$ cat src/rtl/bitmap_slot_allocator_macros.svh
// ----------------------------------------------------------------------------
// Bitmap slot allocator assertion macros
// Concurrent checks on the clock and reset of the including module.
// ----------------------------------------------------------------------------
`ifndef BITMAP_SLOT_ALLOCATOR_MACROS_SVH
`define BITMAP_SLOT_ALLOCATOR_MACROS_SVH

// Same-cycle implication.
`define BSA_ASSERT_NOW(label, ante, cons) \
   label: assert property (@(posedge clock) disable iff (reset) (ante) |-> (cons)) \
      else $error("bitmap slot allocator: same-cycle check failed");

// Next-cycle implication.
`define BSA_ASSERT_NEXT(label, ante, cons) \
   label: assert property (@(posedge clock) disable iff (reset) (ante) |=> (cons)) \
      else $error("bitmap slot allocator: next-cycle check failed");

`endif

$ cat src/rtl/bsa_pkg.sv
// ----------------------------------------------------------------------------
// bsa_pkg
// Shared constants, command codes and controller/datapath interface types.
// ----------------------------------------------------------------------------
package bsa_pkg;

   localparam int GROUP_BITS        = 8;
   localparam int MAX_SLOTS_DEFAULT = 256;
   localparam int CMD_W             = 3;
   localparam int SLOT_W            = 8;

   localparam logic [CMD_W-1:0] CMD_FIND_EMPTY = 3'd0;
   localparam logic [CMD_W-1:0] CMD_MARK       = 3'd1;
   localparam logic [CMD_W-1:0] CMD_UNMARK     = 3'd2;
   localparam logic [CMD_W-1:0] CMD_NEXT_USED  = 3'd3;
   localparam logic [CMD_W-1:0] CMD_GROW       = 3'd4;

   // Controller to datapath
   typedef struct packed {
      logic load;       // capture the request word
      logic scan;       // run one step of the group scan
      logic rmw_read;   // read the group addressed by the slot
      logic rmw_write;  // write the group back with the slot bit changed
      logic out_load;   // move the result into the output register
   } ctl_cmd_type;

   // Datapath to controller
   typedef struct packed {
      logic in_range;   // request slot lies inside the groups in use
      logic scan_hit;   // checked group holds a matching bit
      logic scan_end;   // every group in use has been checked
   } dp_status_type;

endpackage

$ cat src/rtl/bsa_datapath.sv
// ----------------------------------------------------------------------------
// bsa_datapath
// Occupancy memory, group scanner, read-modify-write and result registers.
// ----------------------------------------------------------------------------
module bsa_datapath
   import bsa_pkg::*;
#(
   parameter int MAX_SLOTS = MAX_SLOTS_DEFAULT
) (
   input  logic              clock,
   input  logic              reset,
   input  logic [CMD_W-1:0]  req_command,
   input  logic [SLOT_W-1:0] req_slot_index,
   input  logic              req_from_start,
   input  ctl_cmd_type       ctl_cmd,
   output dp_status_type     dp_status,
   output logic              rsp_found,
   output logic [SLOT_W-1:0] rsp_result_index
);

   localparam int GC  = MAX_SLOTS / GROUP_BITS;
   localparam int AW  = (GC > 1) ? $clog2(GC) : 1;
   localparam int GW  = $clog2(GC + 1);
   localparam int SGW = (GW > 6) ? GW : 6;

   logic [GROUP_BITS-1:0] mem [GC];
   logic [GROUP_BITS-1:0] rd_data_ff;

   logic [GW-1:0]     giu_ff, giu_in;
   logic              chk_valid_ff, chk_valid_in;
   logic [SGW-1:0]    scan_grp_ff, chk_grp_ff;
   logic              first_ff, chk_first_ff;
   logic [2:0]        start_bit_ff;
   logic              want_ff;
   logic              set_bit_ff;
   logic [SLOT_W-1:0] idx_ff;
   logic              res_found_ff;
   logic [SLOT_W-1:0] res_index_ff;
   logic              rsp_found_ff;
   logic [SLOT_W-1:0] rsp_index_ff;

   logic [SGW-1:0]    giu_ext, req_grp_ext, idx_grp_ext;
   logic              giu_lt_max;
   logic              scan_issue;
   logic [8:0]        start_slot;
   logic [GROUP_BITS-1:0] chk_mask, cand, bit_mask;
   logic [2:0]        hit_bit;
   logic              mem_we, mem_re;
   logic [AW-1:0]     mem_waddr, mem_raddr;
   logic [GROUP_BITS-1:0] mem_wdata;

   assign giu_ext     = SGW'(giu_ff);
   assign req_grp_ext = SGW'(req_slot_index[7:3]);
   assign idx_grp_ext = SGW'(idx_ff[7:3]);
   assign giu_lt_max  = (giu_ff < GW'(GC));

   assign start_slot = (req_command == CMD_NEXT_USED && !req_from_start)
                       ? ({1'b0, req_slot_index} + 9'd1) : 9'd0;

   assign scan_issue = ctl_cmd.scan && (scan_grp_ff < giu_ext);

   // Ignore bits below the start slot in the first group only
   assign chk_mask = chk_first_ff ? (8'hFF << start_bit_ff) : 8'hFF;
   assign cand     = (want_ff ? rd_data_ff : ~rd_data_ff) & chk_mask;

   always_comb begin
      hit_bit = 3'd0;
      for (int b = GROUP_BITS - 1; b >= 0; b--) begin
         if (cand[b]) begin
            hit_bit = 3'(b);
         end
      end
   end

   assign dp_status.in_range = (req_grp_ext < giu_ext);
   assign dp_status.scan_hit = chk_valid_ff && (cand != '0);
   assign dp_status.scan_end = !chk_valid_ff && !(scan_grp_ff < giu_ext);

   assign bit_mask  = 8'd1 << idx_ff[2:0];
   assign mem_re    = scan_issue || ctl_cmd.rmw_read;
   assign mem_raddr = ctl_cmd.rmw_read ? idx_grp_ext[AW-1:0] : scan_grp_ff[AW-1:0];
   assign mem_we    = ctl_cmd.rmw_write ||
                      (ctl_cmd.load && req_command == CMD_GROW && giu_lt_max);
   assign mem_waddr = ctl_cmd.rmw_write ? idx_grp_ext[AW-1:0] : giu_ext[AW-1:0];
   assign mem_wdata = !ctl_cmd.rmw_write ? '0 :
                      (set_bit_ff ? (rd_data_ff | bit_mask) : (rd_data_ff & ~bit_mask));

   always_ff @(posedge clock) begin
      if (mem_we) begin
         mem[mem_waddr] <= mem_wdata;
      end
      if (mem_re) begin
         rd_data_ff <= mem[mem_raddr];
      end
   end

   always_comb begin
      giu_in       = giu_ff;
      chk_valid_in = chk_valid_ff;
      if (ctl_cmd.load) begin
         chk_valid_in = 1'b0;
         if (req_command == CMD_GROW && giu_lt_max) begin
            giu_in = giu_ff + GW'(1);
         end
      end else if (ctl_cmd.scan) begin
         chk_valid_in = scan_issue;
      end
   end

   always_ff @(posedge clock) begin
      if (reset) begin
         giu_ff       <= '0;
         chk_valid_ff <= 1'b0;
      end else begin
         giu_ff       <= giu_in;
         chk_valid_ff <= chk_valid_in;
      end
   end

   always_ff @(posedge clock) begin
      if (ctl_cmd.load) begin
         idx_ff       <= req_slot_index;
         set_bit_ff   <= (req_command == CMD_MARK);
         want_ff      <= (req_command == CMD_NEXT_USED);
         scan_grp_ff  <= SGW'(start_slot[8:3]);
         start_bit_ff <= start_slot[2:0];
         first_ff     <= 1'b1;
         case (req_command)
            CMD_MARK, CMD_UNMARK: begin
               res_found_ff <= dp_status.in_range;
               res_index_ff <= '0;
            end
            CMD_GROW: begin
               res_found_ff <= giu_lt_max;
               res_index_ff <= giu_lt_max ? {giu_ext[4:0], 3'b000} : '0;
            end
            default: begin
               res_found_ff <= 1'b0;
               res_index_ff <= '0;
            end
         endcase
      end else if (ctl_cmd.scan) begin
         if (scan_issue) begin
            chk_grp_ff   <= scan_grp_ff;
            chk_first_ff <= first_ff;
            first_ff     <= 1'b0;
            scan_grp_ff  <= scan_grp_ff + SGW'(1);
         end
         if (dp_status.scan_hit) begin
            res_found_ff <= 1'b1;
            res_index_ff <= {chk_grp_ff[4:0], hit_bit};
         end else if (dp_status.scan_end) begin
            res_found_ff <= 1'b0;
            res_index_ff <= '0;
         end
      end
      if (ctl_cmd.out_load) begin
         rsp_found_ff <= res_found_ff;
         rsp_index_ff <= res_index_ff;
      end
   end

   assign rsp_found        = rsp_found_ff;
   assign rsp_result_index = rsp_index_ff;

endmodule

$ cat src/rtl/bsa_controller.sv
// ----------------------------------------------------------------------------
// bsa_controller
// Command sequencer and response valid for the bitmap slot allocator.
// ----------------------------------------------------------------------------
module bsa_controller
   import bsa_pkg::*;
(
   input  logic             clock,
   input  logic             reset,
   input  logic             req_valid,
   output logic             req_ready,
   input  logic [CMD_W-1:0] req_command,
   output logic             rsp_valid,
   input  logic             rsp_ready,
   input  dp_status_type    dp_status,
   output ctl_cmd_type      ctl_cmd
);

   typedef enum logic [4:0] {
      ST_IDLE   = 5'b00001,
      ST_SCAN   = 5'b00010,
      ST_RMW_RD = 5'b00100,
      ST_RMW_WR = 5'b01000,
      ST_DONE   = 5'b10000
   } state_type;

   state_type state_ff, state_in;
   logic      rsp_valid_ff, rsp_valid_in;
   logic      out_free;

   assign out_free = !rsp_valid_ff || rsp_ready;

   always_comb begin
      state_in = state_ff;
      ctl_cmd  = '0;
      case (state_ff)
         ST_IDLE: begin
            if (req_valid) begin
               ctl_cmd.load = 1'b1;
               case (req_command)
                  CMD_FIND_EMPTY, CMD_NEXT_USED: state_in = ST_SCAN;
                  CMD_MARK, CMD_UNMARK:
                     state_in = dp_status.in_range ? ST_RMW_RD : ST_DONE;
                  default: state_in = ST_DONE;
               endcase
            end
         end
         ST_SCAN: begin
            ctl_cmd.scan = 1'b1;
            if (dp_status.scan_hit || dp_status.scan_end) begin
               state_in = ST_DONE;
            end
         end
         ST_RMW_RD: begin
            ctl_cmd.rmw_read = 1'b1;
            state_in         = ST_RMW_WR;
         end
         ST_RMW_WR: begin
            ctl_cmd.rmw_write = 1'b1;
            state_in          = ST_DONE;
         end
         ST_DONE: begin
            // hold the result until the output register is free
            if (out_free) begin
               ctl_cmd.out_load = 1'b1;
               state_in         = ST_IDLE;
            end
         end
         default: state_in = ST_IDLE;
      endcase
   end

   always_comb begin
      rsp_valid_in = rsp_valid_ff;
      if (ctl_cmd.out_load) begin
         rsp_valid_in = 1'b1;
      end else if (rsp_ready) begin
         rsp_valid_in = 1'b0;
      end
   end

   always_ff @(posedge clock) begin
      if (reset) begin
         state_ff     <= ST_IDLE;
         rsp_valid_ff <= 1'b0;
      end else begin
         state_ff     <= state_in;
         rsp_valid_ff <= rsp_valid_in;
      end
   end

   assign req_ready = (state_ff == ST_IDLE);
   assign rsp_valid = rsp_valid_ff;

endmodule

$ cat src/rtl/bitmap_slot_allocator.sv
// ----------------------------------------------------------------------------
// bitmap_slot_allocator
// Slot occupancy bitmap with find, mark, unmark, next-used and grow commands.
// ----------------------------------------------------------------------------
// Usage:
//  The req_ channel takes one command word (command, slot index, from-start
//  flag); the rsp_ channel returns one word per command (found, result index).
//  Both use valid/ready; a word moves when valid and ready are high together.
//  One command is worked at a time. Its path through the controller states:
//    grow and unused codes            straight to done
//    mark/unmark in range             read, then write back one group
//    mark/unmark out of range         straight to done
//    find_empty/next_used             scan the groups in use, to a hit or the end
//  The scan reads one eight-bit group per cycle through the single read port
//  of the occupancy memory, so search time grows with the groups in use.
//  The result sits in an output register: a new command is accepted as soon
//  as the previous one is handed over, even while the receiver stalls; a
//  finished command waits only if the output register still holds a word.
//  Reset empties the bitmap (no groups in use) and drops any pending word;
//  no clearing pass is needed, since grow clears each group as it adds it.
// ----------------------------------------------------------------------------
`include "bitmap_slot_allocator_macros.svh"

module bitmap_slot_allocator
   import bsa_pkg::*;
#(
   parameter int MAX_SLOTS = MAX_SLOTS_DEFAULT
) (
   input  logic              clock,
   input  logic              reset,
   input  logic              req_valid,
   output logic              req_ready,
   input  logic [CMD_W-1:0]  req_command,
   input  logic [SLOT_W-1:0] req_slot_index,
   input  logic              req_from_start,
   output logic              rsp_valid,
   input  logic              rsp_ready,
   output logic              rsp_found,
   output logic [SLOT_W-1:0] rsp_result_index
);

   ctl_cmd_type   ctl_cmd;
   dp_status_type dp_status;
   logic [3:0]    ctl_steps;

   bsa_controller u_controller (
      .clock       (clock),
      .reset       (reset),
      .req_valid   (req_valid),
      .req_ready   (req_ready),
      .req_command (req_command),
      .rsp_valid   (rsp_valid),
      .rsp_ready   (rsp_ready),
      .dp_status   (dp_status),
      .ctl_cmd     (ctl_cmd)
   );

   bsa_datapath #(
      .MAX_SLOTS (MAX_SLOTS)
   ) u_datapath (
      .clock            (clock),
      .reset            (reset),
      .req_command      (req_command),
      .req_slot_index   (req_slot_index),
      .req_from_start   (req_from_start),
      .ctl_cmd          (ctl_cmd),
      .dp_status        (dp_status),
      .rsp_found        (rsp_found),
      .rsp_result_index (rsp_result_index)
   );

   assign ctl_steps = {ctl_cmd.scan, ctl_cmd.rmw_read, ctl_cmd.rmw_write, ctl_cmd.out_load};

   `BSA_ASSERT_NEXT(a_one_at_a_time, req_valid && req_ready, !req_ready)
   `BSA_ASSERT_NOW(a_no_overwrite, ctl_cmd.out_load, !rsp_valid || rsp_ready)
   `BSA_ASSERT_NOW(a_one_step, 1'b1, $onehot0(ctl_steps))
   `BSA_ASSERT_NOW(a_miss_index_zero, rsp_valid && !rsp_found, rsp_result_index == '0)

endmodule
$ cat config.mk
export PLATFORM = sky130hd
export DESIGN_NAME = bitmap_slot_allocator
export DESIGN_NICKNAME = d
export VERILOG_FILES = /design/src/rtl/bsa_pkg.sv /design/src/rtl/bsa_datapath.sv /design/src/rtl/bsa_controller.sv /design/src/rtl/bitmap_slot_allocator.sv
export VERILOG_INCLUDE_DIRS = /design/src /design/src/rtl
export SDC_FILE = /design/constraint.sdc
export NUM_CORES = 1
export LEC_CHECK = 0
export CORE_MARGIN = 3
export CORE_UTILIZATION = 64
export CTS_BUF_LIST = sky130_fd_sc_hd__clkbuf_8
export DETAILED_ROUTE_END_ITERATION = 6
export DONT_BUFFER_PORTS = 1
export PLACE_DENSITY = 0.85
export REMOVE_ABC_BUFFERS = 1
export SLEW_MARGIN = 20
export SYNTH_ARGS = -nofsm -noshare
export SYNTH_HDL_FRONTEND = slang
export SYNTH_SLANG_ARGS = --single-unit
$ cat constraint.sdc
create_clock -name clock -period 3.4 [get_ports clock]
set_input_delay 0.17 -clock clock [delete_from_list [all_inputs] [get_ports clock]]
set_output_delay 0.17 -clock clock [all_outputs]
set_load 0.01 [all_outputs]
==> run_results.csv <==
group,metric,value,unit
status,outcome,"finished clean",
worst_setup_path,path_buf_inv,1,
clock_tree,numClockSinks,321,
pwr,leakage,6.23,nW
die,ios,27,
worst_setup_path,worstPathCellList,"nor3_4 -> buf_4 -> a21oi_1 -> a311oi_1 -> o22ai_1 -> nor4_1 -> mux2i_1",
clock_tree,cts_tree,"done",
die,rows,59,
yosys,ys_warn_count,0,
global_routing,grt_first_pass_wirelength,78300,µm
timing,finalSetupViolations,0,
global_routing,antenna_found_initial,0,
timing,finalHoldViolations,0,
yosys,synth_area,17500,µm²
die,start_util,66.2,%
clock_tree,hold_buffers,16,
yosys,synthCells,1628,
yosys,ys_seq_area_share,54.3,%
pwr,pwr-share-seq,44.6,%
yosys,synth-seq-cells,321,
global_routing,grt_max_degree,104,
timing,tightest_slew,1.07,ns
worst_setup_path,path_class,"flop to flop",
timing,slew_viol_final,0,
yosys,async_reset_ff_share,0,%
drt,drt_iter0_drc,2432,
worst_setup_path,worst_path_max_delay_cell,"buf_4",
pwr,switching_share,31.7,%
cells_and_area,syn_to_final_growth,9.22,%
pwr,power_switching,3.23,mW
global_routing,globalRoute.totalOverflow,0,
clock_tree,htree_levels,2,
drt,drc,0,
job,cap_violations,0,
drt,final_antenna_net_count,0,
worst_setup_path,critical_path.top_delay_family,"simple AND/OR/NAND/NOR gates",
worst_setup_path,cp.required,3.72,ns
timing,timing.final.crit_share,93.7,%
die,dieHeight,171,µm
placed_design,gp_congestion,0.947,
global_routing,grtUsageTotal,34.1,%
timing,fmax,314,MHz
timing,setup-tns-final,0,ns
cells_and_area,final_cell_mix,"edfxtp_1, nand2b_1, nand2_1",
worst_setup_path,cp-end-kind,"flop",
placed_design,place_inst,1889,
pwr,ir_drop,358,µV
global_routing,grt_pass1_vias,13900,
timing,fin_crit,3.19,ns
die,die_w,171,µm
worst_setup_path,crit_fanout,52,
clock_tree,post_cts_buffers,0,
pwr,p_clk_share,31.2,%
worst_setup_path,critPathLaunchType,"flop",
drt,wirelength,50700,µm
clock_tree,clockBufferDepth,3,
cells_and_area,layout-drive-gt1-share,10.9,%
worst_setup_path,arrival,3.50,ns
drt,wl_per_cell,25.3,µm
placed_design,port-buffer-count,0,
pwr,pwr-share-comb,24.2,%
cells_and_area,insertedDiodeCount,0,
timing,slew_headroom,28.6,%
clock_tree,cts_resized,0,
pwr,power_per_cell_area,533,nW/µm²
clock_tree,cts_buffers,53,
placed_design,dpl.hpwl,30800,µm
yosys,avgSynthCellArea,10.7,µm²
yosys,synthFlopType,"edfxtp_1",
die,core,26400,µm²
cells_and_area,final_cells,2000,
clock_tree,root_buffer,"clkbuf_8",
cells_and_area,fin_nets,1653,
drt,drt_pass1_iterations,6,
cells_and_area,postLayoutCoreUtil,72.3,%
worst_setup_path,cpPeakStageDelay,0.62,ns
clock_tree,clk_latency,0.59,ns
hold_path,min_path_type,"input port to flop",
cells_and_area,layout_commonest_cell,"edfxtp_1",
yosys,synth_cell_types,61,
drt,dr_total_vias,14500,
clock_tree,clkTransAtPathRegs,0.06,ns
yosys,synth-edff-count,307,
timing,rsz0062_at_grt,"no",
timing,skew,0.0257,ns
drt,viasPerCell,7.26,
pwr,intPower,6.95,mW
die,dieArea,29300,µm²
[state kept, by name, indices dropped and copies added, names as in the netlist]
| name | count |
|---|---|
| u_controller.rsp_valid | 1 |
| u_datapath.idx_ff | 8 |
| u_datapath.res_index_ff | 8 |
| u_datapath.chk_valid_ff | 1 |
| u_datapath.rsp_found | 1 |
| u_datapath.scan_grp_ff | 6 |
| u_datapath.chk_grp_ff | 5 |
| u_controller.state_ff | 5 |
| u_datapath.start_bit_ff | 3 |
| u_datapath.rsp_result_index | 8 |
| u_datapath.first_ff | 1 |
| u_datapath.want_ff | 1 |
| u_datapath.rd_data_ff | 8 |
| u_datapath.chk_first_ff | 1 |
| u_datapath.set_bit_ff | 1 |
| u_datapath.res_found_ff | 1 |
| u_datapath.mem | 256 |
| u_datapath.giu_ext | 6 |
[final cells by class]
class                      count  area [µm²]
multi-input combinational   1142        7290
clock buffer                  58         798
sequential                   321        9500
tap                          335         419
timing repair buffer          92         856
fill                        1786        7330
inverter                      15        56.3
clock inverter                37         181
[path summary, 6_finish.rpt]
path,end,startpoint,slack (ns),depth (start not counted)
min,u_datapath.scan_grp_ff[3]$_DFFE_PP_,req_slot_index[5],0.008,3
max reg2reg,u_datapath.rd_data_ff[3]$_DFFE_PP_,u_controller.state_ff[0]$_SDFFE_PP1P_,0.21,7
min reg2reg,u_datapath.rsp_result_index[4]$_DFFE_PP_,u_datapath.res_index_ff[4]$_DFFE_PP_,0.42,0
max,u_datapath.rd_data_ff[3]$_DFFE_PP_,u_controller.state_ff[0]$_SDFFE_PP1P_,0.21,7
[synthesized netlist by cell type, types with 3 or more instances]
| cell | count | area share, % |
|---|---|---|
| nand3b_1 | 4 | 0.17 |
| dfxtp_1 | 14 | 1.6 |
| buf_2 | 61 | 1.7 |
| nor2b_1 | 3 | 0.11 |
| a22o_1 | 5 | 0.25 |
| nor3b_1 | 5 | 0.21 |
| nor2_1 | 64 | 1.4 |
| xor2_1 | 7 | 0.35 |
| o211ai_1 | 3 | 0.13 |
| nor3_1 | 7 | 0.20 |
| o22ai_1 | 67 | 2.4 |
| edfxtp_1 | 307 | 53 |
| nand3_1 | 15 | 0.43 |
| xnor2_1 | 13 | 0.65 |
| o21ai_0 | 8 | 0.23 |
| nand4_1 | 3 | 0.11 |
| o22ai_2 | 4 | 0.29 |
| nor4_1 | 18 | 0.64 |
| mux2i_1 | 17 | 0.97 |
| buf_4 | 7 | 0.30 |
| a311oi_1 | 128 | 6.4 |
| nand2b_1 | 270 | 9.7 |
| ha_1 | 12 | 0.86 |
| or2_2 | 4 | 0.14 |
| a21oi_1 | 145 | 4.2 |
| o211ai_2 | 4 | 0.29 |
| inv_1 | 13 | 0.28 |
| a211oi_1 | 134 | 5.8 |
| nand2_1 | 158 | 3.4 |
| a31oi_1 | 4 | 0.14 |
| buf_6 | 4 | 0.26 |
| and3_1 | 5 | 0.18 |
| buf_1 | 3 | 0.064 |
| clkbuf_1 | 75 | 1.6 |
[through the flow]
| step | cell area, µm² | power (mW) | hold slack, ns | setup WS (ns) |
|---|---|---|---|---|
| after global placement | 17900 | 6.87 | 0.241 | 0.366 |
| after global routing | 19100 | 10.5 | 0.0218 | 0.0789 |
| after floorplan | 16800 | 6.18 | 0.239 | -5.24 |
| final | 19100 | 10.2 | 0.00846 | 0.214 |
| after CTS | 19100 | 10.1 | 0.00142 | 0.329 |
| after detailed placement | 18000 | 6.95 | 0.242 | 0.349 |
[tightest hold or removal path: stages]
cell and delay [ns]:
nand3_1 0.09, xor2_1 0.07, o22ai_1 0.14
[per-layer routing]
| metal | track usage (%) | routed length, µm | vias to the layer above |
|---|---|---|---|
| met2 | 53.4 | 23200 | 1095 |
| met1 | 45.7 | 18700 | 6971 |
| met4 | 16.1 | 2730 | 0 |
| met5 | 0 | 0 | - |
| li1 | - | - | 6224 |
| met3 | 7.75 | 6090 | 235 |
[power by group through the flow]
| stage | logic, mW | clock network, mW | registers [mW] |
|---|---|---|---|
| after floorplan | 1.44 | 0 | 4.74 |
| after global placement | 2.27 | 0 | 4.60 |
| after detailed placement | 2.34 | 0 | 4.61 |
| after CTS | 2.37 | 3.18 | 4.53 |
| after global routing | 2.60 | 3.36 | 4.54 |
| final | 2.47 | 3.18 | 4.54 |
[logic make-up after synthesis]
family                     count (synthesis)  synth area share (%)
adders and majority gates                 12                 0.859
buffers and inverters                    165                  4.30
muxes                                     18                  1.05
xor gates and xnor gates                  20                  1.00
and+or+nand+nor                          571                  17.4
DFF                                      321                  54.3
AOI/OAI and AO/OA                        521                  21.0
Note: power is estimated with default switching activity, not from simulation.
